File: src/sv/frm_pkg.sv
// Shared types and constants of the frame rate meter with stall alarm.
// Used by frm_hist and the top level; depends on nothing else.
package frm_pkg;

  // Fixed field widths.
  localparam int unsigned TIME_W = 32;
  localparam int unsigned RATE_W = 16;
  localparam int unsigned CFG_W  = 16;
  localparam int unsigned WIN_W  = 16;
  localparam int unsigned DEN_W  = WIN_W + 1;

  // Register indexes of the configuration port.
  localparam logic [1:0] REG_RATE_EN  = 2'd0;
  localparam logic [1:0] REG_ALARM_EN = 2'd1;
  localparam logic [1:0] REG_WINDOW   = 2'd2;
  localparam logic [1:0] REG_INTERVAL = 2'd3;

  // Reset values of the configuration registers.
  localparam logic [WIN_W-1:0] WINDOW_RST   = 16'd2000;
  localparam logic [WIN_W-1:0] INTERVAL_RST = 16'd1000;

  // Event kinds.
  localparam logic KIND_FRAME = 1'b0;
  localparam logic KIND_TICK  = 1'b1;

  // Rounded rate is (RATE_SCALE*n + diff) / (2*diff).
  localparam logic [10:0] RATE_SCALE = 11'd2000;

  // Sequencer states.
  typedef enum logic [2:0] {
    ST_IDLE,
    ST_SCAN,
    ST_PREP,
    ST_DIV,
    ST_FIN
  } state_t;

  // Frame push request into the history buffer.
  typedef struct packed {
    logic              push;
    logic [TIME_W-1:0] time_ms;
  } push_t;

endpackage

File: src/sv/frm_hist.sv
// Frame time history: a circular buffer in a memory that behaves as a shift line.
// Uses frm_pkg for the push request type and the time width.
module frm_hist #(
  parameter int unsigned DEPTH = 64,
  localparam int unsigned IW = $clog2(DEPTH)
) (
  input  logic                            clk,
  input  logic                            rst,
  input  frm_pkg::push_t                  push,
  input  logic [IW-1:0]                   rd_idx,
  output logic [frm_pkg::TIME_W-1:0]      head_time,
  output logic [frm_pkg::TIME_W-1:0]      rd_data
);

  logic [frm_pkg::TIME_W-1:0] mem [DEPTH];
  logic [IW-1:0]              head;
  logic [IW-1:0]              head_next;
  logic [IW:0]                fill;
  logic [IW:0]                fill_next;
  logic [frm_pkg::TIME_W-1:0] head_q;
  logic [IW:0]                addr_sum;
  logic [IW-1:0]              rd_addr;
  logic [frm_pkg::TIME_W-1:0] rd_raw;
  logic                       rd_live;

  // A nonempty head moves the head back one slot, which ages every entry by one.
  always_comb begin
    head_next = head;
    fill_next = fill;
    if (head_q != '0) begin
      head_next = (head == '0) ? IW'(DEPTH - 1) : head - 1'b1;
      fill_next = (fill == (IW+1)'(DEPTH)) ? fill : fill + 1'b1;
    end else if (fill == '0) begin
      fill_next = (IW+1)'(1);
    end
  end

  // Logical index to physical slot, wrapping once around the buffer.
  always_comb begin
    addr_sum = {1'b0, head} + {1'b0, rd_idx};
    rd_addr  = (addr_sum >= (IW+1)'(DEPTH)) ? IW'(addr_sum - (IW+1)'(DEPTH))
                                            : addr_sum[IW-1:0];
  end

  // Head pointer, fill count and a copy of the newest entry.
  always_ff @(posedge clk) begin
    if (rst) begin
      head   <= '0;
      fill   <= '0;
      head_q <= '0;
    end else if (push.push) begin
      head   <= head_next;
      fill   <= fill_next;
      head_q <= push.time_ms;
    end
  end

  // Memory with one write and one registered read port.
  always_ff @(posedge clk) begin
    if (push.push) begin
      mem[head_next] <= push.time_ms;
    end
    rd_raw  <= mem[rd_addr];
    rd_live <= ({1'b0, rd_idx} < fill);
  end

  // Slots never written read as empty.
  assign rd_data   = rd_live ? rd_raw : '0;
  assign head_time = head_q;

endmodule

File: src/sv/frm_div.sv
// Restoring divider, one quotient bit per cycle.
// Standalone unit; depends on no package.
module frm_div #(
  parameter int unsigned NUM_W = 20,
  parameter int unsigned DEN_W = 17
) (
  input  logic             clk,
  input  logic             rst,
  input  logic             start,
  input  logic [NUM_W-1:0] num,
  input  logic [DEN_W-1:0] den,
  output logic             done,
  output logic [NUM_W-1:0] quo
);

  localparam int unsigned CW = $clog2(NUM_W + 1);

  logic             busy;
  logic [CW-1:0]    cnt;
  logic [NUM_W-1:0] quo_r;
  logic [DEN_W-1:0] rem;
  logic [DEN_W:0]   rem_sh;
  logic             ge;

  // Bring down the next numerator bit and try a subtract.
  always_comb begin
    rem_sh = {rem, quo_r[NUM_W-1]};
    ge     = (rem_sh >= {1'b0, den});
  end

  // Control: busy until all NUM_W quotient bits are formed, then a done pulse.
  always_ff @(posedge clk) begin
    if (rst) begin
      busy <= 1'b0;
      done <= 1'b0;
      cnt  <= '0;
    end else begin
      done <= 1'b0;
      if (start) begin
        busy <= 1'b1;
        cnt  <= CW'(NUM_W);
      end else if (busy) begin
        cnt <= cnt - 1'b1;
        if (cnt == CW'(1)) begin
          busy <= 1'b0;
          done <= 1'b1;
        end
      end
    end
  end

  // Datapath: the numerator register fills up with quotient bits.
  always_ff @(posedge clk) begin
    if (start) begin
      quo_r <= num;
      rem   <= '0;
    end else if (busy) begin
      quo_r <= {quo_r[NUM_W-2:0], ge};
      rem   <= ge ? DEN_W'(rem_sh - {1'b0, den}) : rem_sh[DEN_W-1:0];
    end
  end

  assign quo = quo_r;

endmodule

File: src/sv/frame_rate_meter_with_stall_alarm.sv
// Top level of the frame rate meter with stall alarm: sequencer, registers, output stage.
// Depends on frm_pkg, frm_hist and frm_div.
//
// Usage: the input channel (in_valid, in_stall, kind, time_ms) carries one event
// per beat, a frame arrival or a process tick, with its time in milliseconds.
// Every input beat gives exactly one output beat (out_valid, out_stall, rate,
// rate_valid, alarm_raised, alarm_changed). Frames enter a history buffer of
// HISTORY_DEPTH entries; a tick updates the no-frame alarm if enabled and, when the
// report interval has run out and reports are enabled, counts recent frames and divides.
// A frame, or a tick without a report, goes from accept straight to the finish
// state. A reporting tick scans the history one entry per cycle through the
// memory read port, then runs the bit-serial divider. One event is in work at
// a time; in_stall is high from accept until the result has moved into the
// output register. When the receiver stalls, the result holds in the output
// register and the block waits. Reset clears the history, alarm and report
// time and loads the register defaults. The user must write the configuration
// port only while the block is idle; the block itself does not enforce this.
module frame_rate_meter_with_stall_alarm #(
  parameter int unsigned HISTORY_DEPTH = 64
) (
  input  logic                         clk,
  input  logic                         rst,
  input  logic                         in_valid,
  output logic                         in_stall,
  input  logic                         kind,
  input  logic [frm_pkg::TIME_W-1:0]   time_ms,
  output logic                         out_valid,
  input  logic                         out_stall,
  output logic [frm_pkg::RATE_W-1:0]   rate,
  output logic                         rate_valid,
  output logic                         alarm_raised,
  output logic                         alarm_changed,
  input  logic                         cfg_wr_en,
  input  logic [1:0]                   cfg_index,
  input  logic [frm_pkg::CFG_W-1:0]    cfg_data
);

  localparam int unsigned IW    = $clog2(HISTORY_DEPTH);
  localparam int unsigned NUM_W = ((IW + 11 > 16) ? IW + 11 : 16) + 1;
  localparam int unsigned DEN_W = frm_pkg::DEN_W;

  frm_pkg::state_t state;
  frm_pkg::state_t state_next;

  // Configuration registers.
  logic                      rate_en;
  logic                      alarm_en;
  logic [frm_pkg::WIN_W-1:0] window;
  logic [frm_pkg::WIN_W-1:0] interval;

  // Tick state.
  logic [frm_pkg::TIME_W-1:0] last_report;
  logic [frm_pkg::TIME_W-1:0] latest_seen;
  logic                       alarm_state;
  logic [frm_pkg::TIME_W-1:0] now_r;

  // Scan state.
  logic [IW-1:0]              scan_idx;
  logic [IW-1:0]              chk_idx;
  logic                       chk_pend;
  logic [IW-1:0]              n_cnt;
  logic [frm_pkg::WIN_W-1:0]  diff_r;

  // Pending result.
  logic [frm_pkg::RATE_W-1:0] res_rate;
  logic                       res_rv;
  logic                       res_chg;

  // Handshake and control.
  logic                       in_acc;
  logic                       out_free;
  logic                       load_out;
  logic                       div_start;
  logic                       div_done;
  logic [NUM_W-1:0]           div_num;
  logic [DEN_W-1:0]           div_den;
  logic [NUM_W-1:0]           div_quo;

  // History interface.
  frm_pkg::push_t             push;
  logic [frm_pkg::TIME_W-1:0] head_time;
  logic [frm_pkg::TIME_W-1:0] rd_data;

  // Per-entry and per-tick decisions.
  logic [frm_pkg::TIME_W-1:0] age;
  logic                       hit;
  logic                       last_idx;
  logic                       stalled;
  logic                       due;
  logic                       has_div;

  assign in_acc   = in_valid && !in_stall;
  assign out_free = !out_valid || !out_stall;

  assign push.push    = in_acc && (kind == frm_pkg::KIND_FRAME);
  assign push.time_ms = time_ms;

  frm_hist #(
    .DEPTH(HISTORY_DEPTH)
  ) u_hist (
    .clk      (clk),
    .rst      (rst),
    .push     (push),
    .rd_idx   (scan_idx),
    .head_time(head_time),
    .rd_data  (rd_data)
  );

  // The entry under check counts when it is nonempty and inside the window.
  always_comb begin
    age      = now_r - rd_data;
    hit      = (rd_data != '0) && (age <= {16'b0, window});
    last_idx = (chk_idx == IW'(HISTORY_DEPTH - 2));
    stalled  = (latest_seen == head_time);
    due      = ((time_ms - last_report) > {16'b0, interval});
    has_div  = (n_cnt != '0) && (diff_r != '0);
  end

  // Dividend and divisor of the rounded rate.
  assign div_num = NUM_W'(n_cnt) * NUM_W'(frm_pkg::RATE_SCALE) + NUM_W'(diff_r);
  assign div_den = {diff_r, 1'b0};

  frm_div #(
    .NUM_W(NUM_W),
    .DEN_W(DEN_W)
  ) u_div (
    .clk  (clk),
    .rst  (rst),
    .start(div_start),
    .num  (div_num),
    .den  (div_den),
    .done (div_done),
    .quo  (div_quo)
  );

  // Next state.
  always_comb begin
    state_next = state;
    unique case (state)
      frm_pkg::ST_IDLE: begin
        if (in_acc) begin
          if (kind == frm_pkg::KIND_TICK && due && rate_en) begin
            state_next = frm_pkg::ST_SCAN;
          end else begin
            state_next = frm_pkg::ST_FIN;
          end
        end
      end
      frm_pkg::ST_SCAN: begin
        if (chk_pend && (!hit || last_idx)) begin
          state_next = frm_pkg::ST_PREP;
        end
      end
      frm_pkg::ST_PREP: begin
        state_next = has_div ? frm_pkg::ST_DIV : frm_pkg::ST_FIN;
      end
      frm_pkg::ST_DIV: begin
        if (div_done) begin
          state_next = frm_pkg::ST_FIN;
        end
      end
      frm_pkg::ST_FIN: begin
        if (out_free) begin
          state_next = frm_pkg::ST_IDLE;
        end
      end
      default: state_next = frm_pkg::ST_IDLE;
    endcase
  end

  // Sequencer outputs.
  always_comb begin
    in_stall  = (state != frm_pkg::ST_IDLE);
    div_start = (state == frm_pkg::ST_PREP) && has_div;
    load_out  = (state == frm_pkg::ST_FIN) && out_free;
  end

  always_ff @(posedge clk) begin
    if (rst) begin
      state <= frm_pkg::ST_IDLE;
    end else begin
      state <= state_next;
    end
  end

  // Configuration writes; indexes past the list do nothing.
  always_ff @(posedge clk) begin
    if (rst) begin
      rate_en  <= 1'b0;
      alarm_en <= 1'b0;
      window   <= frm_pkg::WINDOW_RST;
      interval <= frm_pkg::INTERVAL_RST;
    end else if (cfg_wr_en) begin
      unique case (cfg_index)
        frm_pkg::REG_RATE_EN:  rate_en  <= cfg_data[0];
        frm_pkg::REG_ALARM_EN: alarm_en <= cfg_data[0];
        frm_pkg::REG_WINDOW:   window   <= cfg_data;
        frm_pkg::REG_INTERVAL: interval <= cfg_data;
        default: ;
      endcase
    end
  end

  // Tick bookkeeping: alarm, report time and the head seen at this tick.
  always_ff @(posedge clk) begin
    if (rst) begin
      alarm_state <= 1'b0;
      last_report <= '0;
      latest_seen <= '0;
    end else if (in_acc && kind == frm_pkg::KIND_TICK) begin
      if (alarm_en) begin
        if (stalled && !alarm_state) begin
          alarm_state <= 1'b1;
        end else if (!stalled && alarm_state) begin
          alarm_state <= 1'b0;
        end
      end
      if (due) begin
        last_report <= time_ms;
      end
      latest_seen <= head_time;
    end
  end

  // Result fields set on accept and finished by the scan and the divider.
  always_ff @(posedge clk) begin
    if (in_acc) begin
      now_r    <= time_ms;
      res_rate <= '0;
      res_rv   <= (kind == frm_pkg::KIND_TICK) && due && rate_en;
      res_chg  <= (kind == frm_pkg::KIND_TICK) && alarm_en && (stalled != alarm_state);
    end else if (state == frm_pkg::ST_PREP && !has_div) begin
      res_rate <= frm_pkg::RATE_W'(n_cnt);
    end else if (state == frm_pkg::ST_DIV && div_done) begin
      res_rate <= (|div_quo[NUM_W-1:frm_pkg::RATE_W]) ? '1 : div_quo[frm_pkg::RATE_W-1:0];
    end
  end

  // History scan: issue one read per cycle, check the entry read the cycle before.
  always_ff @(posedge clk) begin
    if (rst) begin
      chk_pend <= 1'b0;
    end else if (in_acc) begin
      chk_pend <= 1'b0;
    end else if (state == frm_pkg::ST_SCAN) begin
      chk_pend <= 1'b1;
    end
  end

  always_ff @(posedge clk) begin
    if (in_acc) begin
      scan_idx <= IW'(1);
      n_cnt    <= '0;
      diff_r   <= '0;
    end else if (state == frm_pkg::ST_SCAN) begin
      scan_idx <= scan_idx + 1'b1;
      chk_idx  <= scan_idx;
      if (chk_pend && hit) begin
        n_cnt  <= n_cnt + 1'b1;
        diff_r <= age[frm_pkg::WIN_W-1:0];
      end
    end
  end

  // Output register.
  always_ff @(posedge clk) begin
    if (rst) begin
      out_valid <= 1'b0;
    end else if (load_out) begin
      out_valid <= 1'b1;
    end else if (!out_stall) begin
      out_valid <= 1'b0;
    end
  end

  always_ff @(posedge clk) begin
    if (load_out) begin
      rate          <= res_rate;
      rate_valid    <= res_rv;
      alarm_raised  <= alarm_state;
      alarm_changed <= res_chg;
    end
  end

  // A result without a report carries a zero rate.
  a_rate_zero: assert property (@(posedge clk) disable iff (rst)
    out_valid && !rate_valid |-> rate == '0)
    else $error("rate nonzero without a report");

  // The alarm moves only on the edge that accepts a tick.
  a_alarm_on_tick: assert property (@(posedge clk) disable iff (rst)
    alarm_state != $past(alarm_state) |-> $past(in_acc && kind == frm_pkg::KIND_TICK))
    else $error("alarm changed without a tick");

  // The scan never checks past the last counted index.
  a_scan_bound: assert property (@(posedge clk) disable iff (rst)
    state == frm_pkg::ST_SCAN && chk_pend |-> chk_idx <= IW'(HISTORY_DEPTH - 2))
    else $error("history scan ran past its end");

  // A new output beat is loaded only from the finish state.
  a_load_from_fin: assert property (@(posedge clk) disable iff (rst)
    $rose(out_valid) |-> $past(state == frm_pkg::ST_FIN))
    else $error("output loaded outside the finish state");

endmodule
File: config.mk
export PLATFORM = sky130hd
export DESIGN_NAME = frame_rate_meter_with_stall_alarm
export DESIGN_NICKNAME = d
export VERILOG_FILES = /design/src/sv/frm_pkg.sv /design/src/sv/frm_hist.sv /design/src/sv/frm_div.sv /design/src/sv/frame_rate_meter_with_stall_alarm.sv
export SDC_FILE = /design/constraint.sdc
export NUM_CORES = 2
export LEC_CHECK = 0
export ABC_AREA = 1
export BUFFER_PORTS_ARGS = -buffer_cell sky130_fd_sc_hd__buf_2
export CORE_MARGIN = 2
export CORE_UTILIZATION = 40
export CTS_CLUSTER_SIZE = 24
export DETAILED_ROUTE_END_ITERATION = 7
export PLACE_DENSITY = 0.64
export SYNTH_ARGS = -nofsm -noshare
export SYNTH_HDL_FRONTEND = slang
export SYNTH_SLANG_ARGS = --single-unit
File: constraint.sdc
create_clock -name clk -period 6 [get_ports clk]
set_input_delay 0.9 -clock clk [delete_from_list [all_inputs] [get_ports clk]]
set_output_delay 0.9 -clock clk [all_outputs]
set_load 0.005 [all_outputs]
==> results.yml <==
outcome:
  status: "finished clean"
route:
  drt_iter0_drc: 8623
  via_per_inst: 5.65
  post_drt_wl_per_cell_microns: 25.0
  dr.pass1.iters: 6
  wl_microns: 304000
  routed-via-count: 68600
  drc: 0
  ant_nets: 0
critical_path:
  rr_startpoint: "u_hist.rd_live$_DFF_P_"
  crit_path_start: "u_hist.rd_live$_DFF_P_"
  cp.required_ns: 6.71
  end_kind: "flip-flop"
  arrival_ns: 5.70
  path_max_fanout: 36
  worstSetupPathType: "reg -> reg"
  start_kind: "flip-flop"
placed_design:
  portBuffers: 76
  place_congestion: 0.901
  pre_cts_slack_ns: 0.636
  place_area_sq_um: 107000
  hpwl_microns: 186000
floorplan:
  fp.dieH_microns: 507
  dieArea_sq_um: 257000
  die_w_microns: 507
  core-area_sq_um: 252000
  fp-row-count: 184
  io_pins: 77
  start_util_pct: 40.3
clocking:
  cts_tree: "done"
  post_cts.repair.setup_buffers: 0
  ctsHoldBuffers: 0
  clock_latency_ns: 0.91
  root_buffer: "clkbuf_16"
  cts_buffers: 237
  cts.sinks: 2375
  ctsResizeCount: 0
  clockBufferDepth: 3
  path_clk_slew_ns: 0.06
  cts_max_level: 4
sta:
  finalHoldViolations: 0
  min_period_over_period_pct: 83.2
  fin_skew_ns: 0.0991
  slew_viol_final: 0
  relSlewSlack_pct: 19.5
  finalWorstSetupSlack_ns: 1.01
  period_needed_ns: 4.99
  rsz0062_at_grt: "false"
  setup_violations: 0
  tns_ns: 0
  max_freq_mhz: 200
  worst_pin_slew_ns: 1.21
global_routing:
  antenna_found_initial: 21
  grt_use_total_pct: 23.0
  grt_max_degree: 203
  grt_pass1_wl_microns: 440000
  grt-ovfl-total: 0
  grt_pass1_vias: 65900
power:
  peakVddDrop_uv: 273
  finalPower_mw: 41.4
  p_per_area_nw_per_um2: 361
  leakagePower_nw: 39.0
logic_synthesis:
  ys_seq_area_share_pct: 67.9
  async_flop_share_pct: 0
  synth_top_area_share_pct: 63.0
  synth-seq-cells: 2375
  yosys_warnings: 0
  synth_area_leaders: "edfxtp_1, nor2_1, dfxtp_1"
  synthFlopType: "edfxtp_1"
  syn_nets: 8772
  synth_edf_count: 2125
  syn_area_sq_um: 101000
  syn_avg_cell_area_sq_um: 11.9
  syn_inst: 8532
  netlist.top_cell.by_area: "edfxtp_1"
  synth_cell_types: 54
final_layout:
  drive_above_1_share_pct: 11.7
  final_cell_mix: "edfxtp_1, nor2_1, nand2_1"
  layout_commonest_cell: "edfxtp_1"
  final_util_pct: 45.6
  finalInstanceArea_sq_um: 115000
  nNetsFinal: 8823
  num-fill-cells: 22200
  syn2layout_area_growth_pct: 13.4
worst_hold_path:
  hold_class: "in -> reg"
  holdCritStartpoint: "cfg_data[10]"
job:
  drv_cap: 0
per-layer routing:
layer | vias to the layer above | GRT usage [%] | wire [microns]
met1 | 34000 | 32.3 | 128000
li1 | 31000 | - | -
met2 | 3101 | 36.2 | 137000
met4 | 0 | 8.02 | 11400
met3 | 527 | 3.95 | 27000
met5 | - | 0 | 0
cell families (layout without fill, tap and decap cells):
family	after synthesis	count (layout)	synth area share [%]
simple gates	2969	2969	11.5
xor+xnor	83	83	0.718
compound gates	1742	1742	11.0
fa+ha+maj	184	184	2.41
other cells	0	8	0
mux	256	256	2.85
buf+inv	923	1186	3.60
flops	2375	2375	67.9
Yosys cell counts, types with 10 or more instances:
cell type / instances
edfxtp_1: 2125
nor2_1: 1826
nand2_1: 895
o21ai_0: 731
o32ai_1: 512
inv_1: 420
clkbuf_1: 339
a21oi_1: 316
mux2_2: 253
dfxtp_1: 250
ha_1: 166
nand3_1: 109
buf_2: 98
xor2_1: 70
o21ai_1: 44
buf_1: 38
a32o_1: 32
a32oi_1: 32
nand4_1: 32
nor3_1: 29
nor4_1: 22
fa_1: 18
inv_2: 13
xnor2_1: 13
a211oi_1: 12
o211ai_1: 12
nand2_2: 11
a31oi_1: 10
final timing paths:
path                                           endpoint  slack [ns]  cells after the start
worst min register to register        rate[6]$_DFFE_PP_        0.44                      0
worst min-delay path            window[10]$_SDFFE_PP1P_        0.30                      3
worst max register to register    n_cnt[3]$_SDFFE_PP0P_        1.01                     26
worst max-delay path              n_cnt[3]$_SDFFE_PP0P_        1.01                     26
state kept, by name, summed over array words and instances (netlist names), 7 cells and up:
register,count
now_r,32
u_hist.head_time,32
u_hist.fill,7
window,16
latest_seen,32
diff_r,16
res_rate,16
u_hist.mem,2048
interval,16
last_report,32
u_div.rem,17
u_hist.rd_raw,32
rate,16
u_div.quo,18
power breakdown:
part | switching (mW) | internal, mW | total [mW]
registers | 0.208 | 18.3 | 18.6
logic | 5.24 | 2.51 | 7.76
clock network | 6.49 | 8.62 | 15.1
per-stage QoR:
stage	hold slack, ns	std cells
global placement	0.416	11700
finish	0.299	12200
detailed placement	0.418	11700
CTS	0.240	12100
global route	0.268	12100
floorplan	0.400	8532
area by class of cell:
class	count	area, sq um	area share (%)
inverters	437	1650	1.44
flip-flops and latches	2375	68800	59.9
clock inverters	157	1760	1.53
clock buffers	294	6250	5.44
diodes	8	20.0	0.0174
well taps	3348	4190	3.65
multi-input cells	5234	29400	25.6
repair buffers	298	2730	2.37
worst max-delay path, cell delays in order (launching register included):
cell	delay [ns]
dfxtp_1	0.66
nand2_1	0.16
inv_1	0.09
ha_1	0.13
inv_1	0.07
fa_1	0.46
nand3_1	0.13
nand3_2	0.11
nand2_1	0.08
nand2_1	0.10
nand2_1	0.10
nand2_2	0.07
xor2_1	0.17
ha_1	0.30
nand2_1	0.07
nor3_1	0.26
nand4_1	0.12
nand2_1	0.12
nand2_1	0.07
nor2_1	0.09
nand2_1	0.06
nor2_1	0.11
nand3_2	0.67
nor2_4	0.31
nand2_1	0.10
nor2_1	0.11
nor2_1	0.05
(Power assumes the default switching activity.)
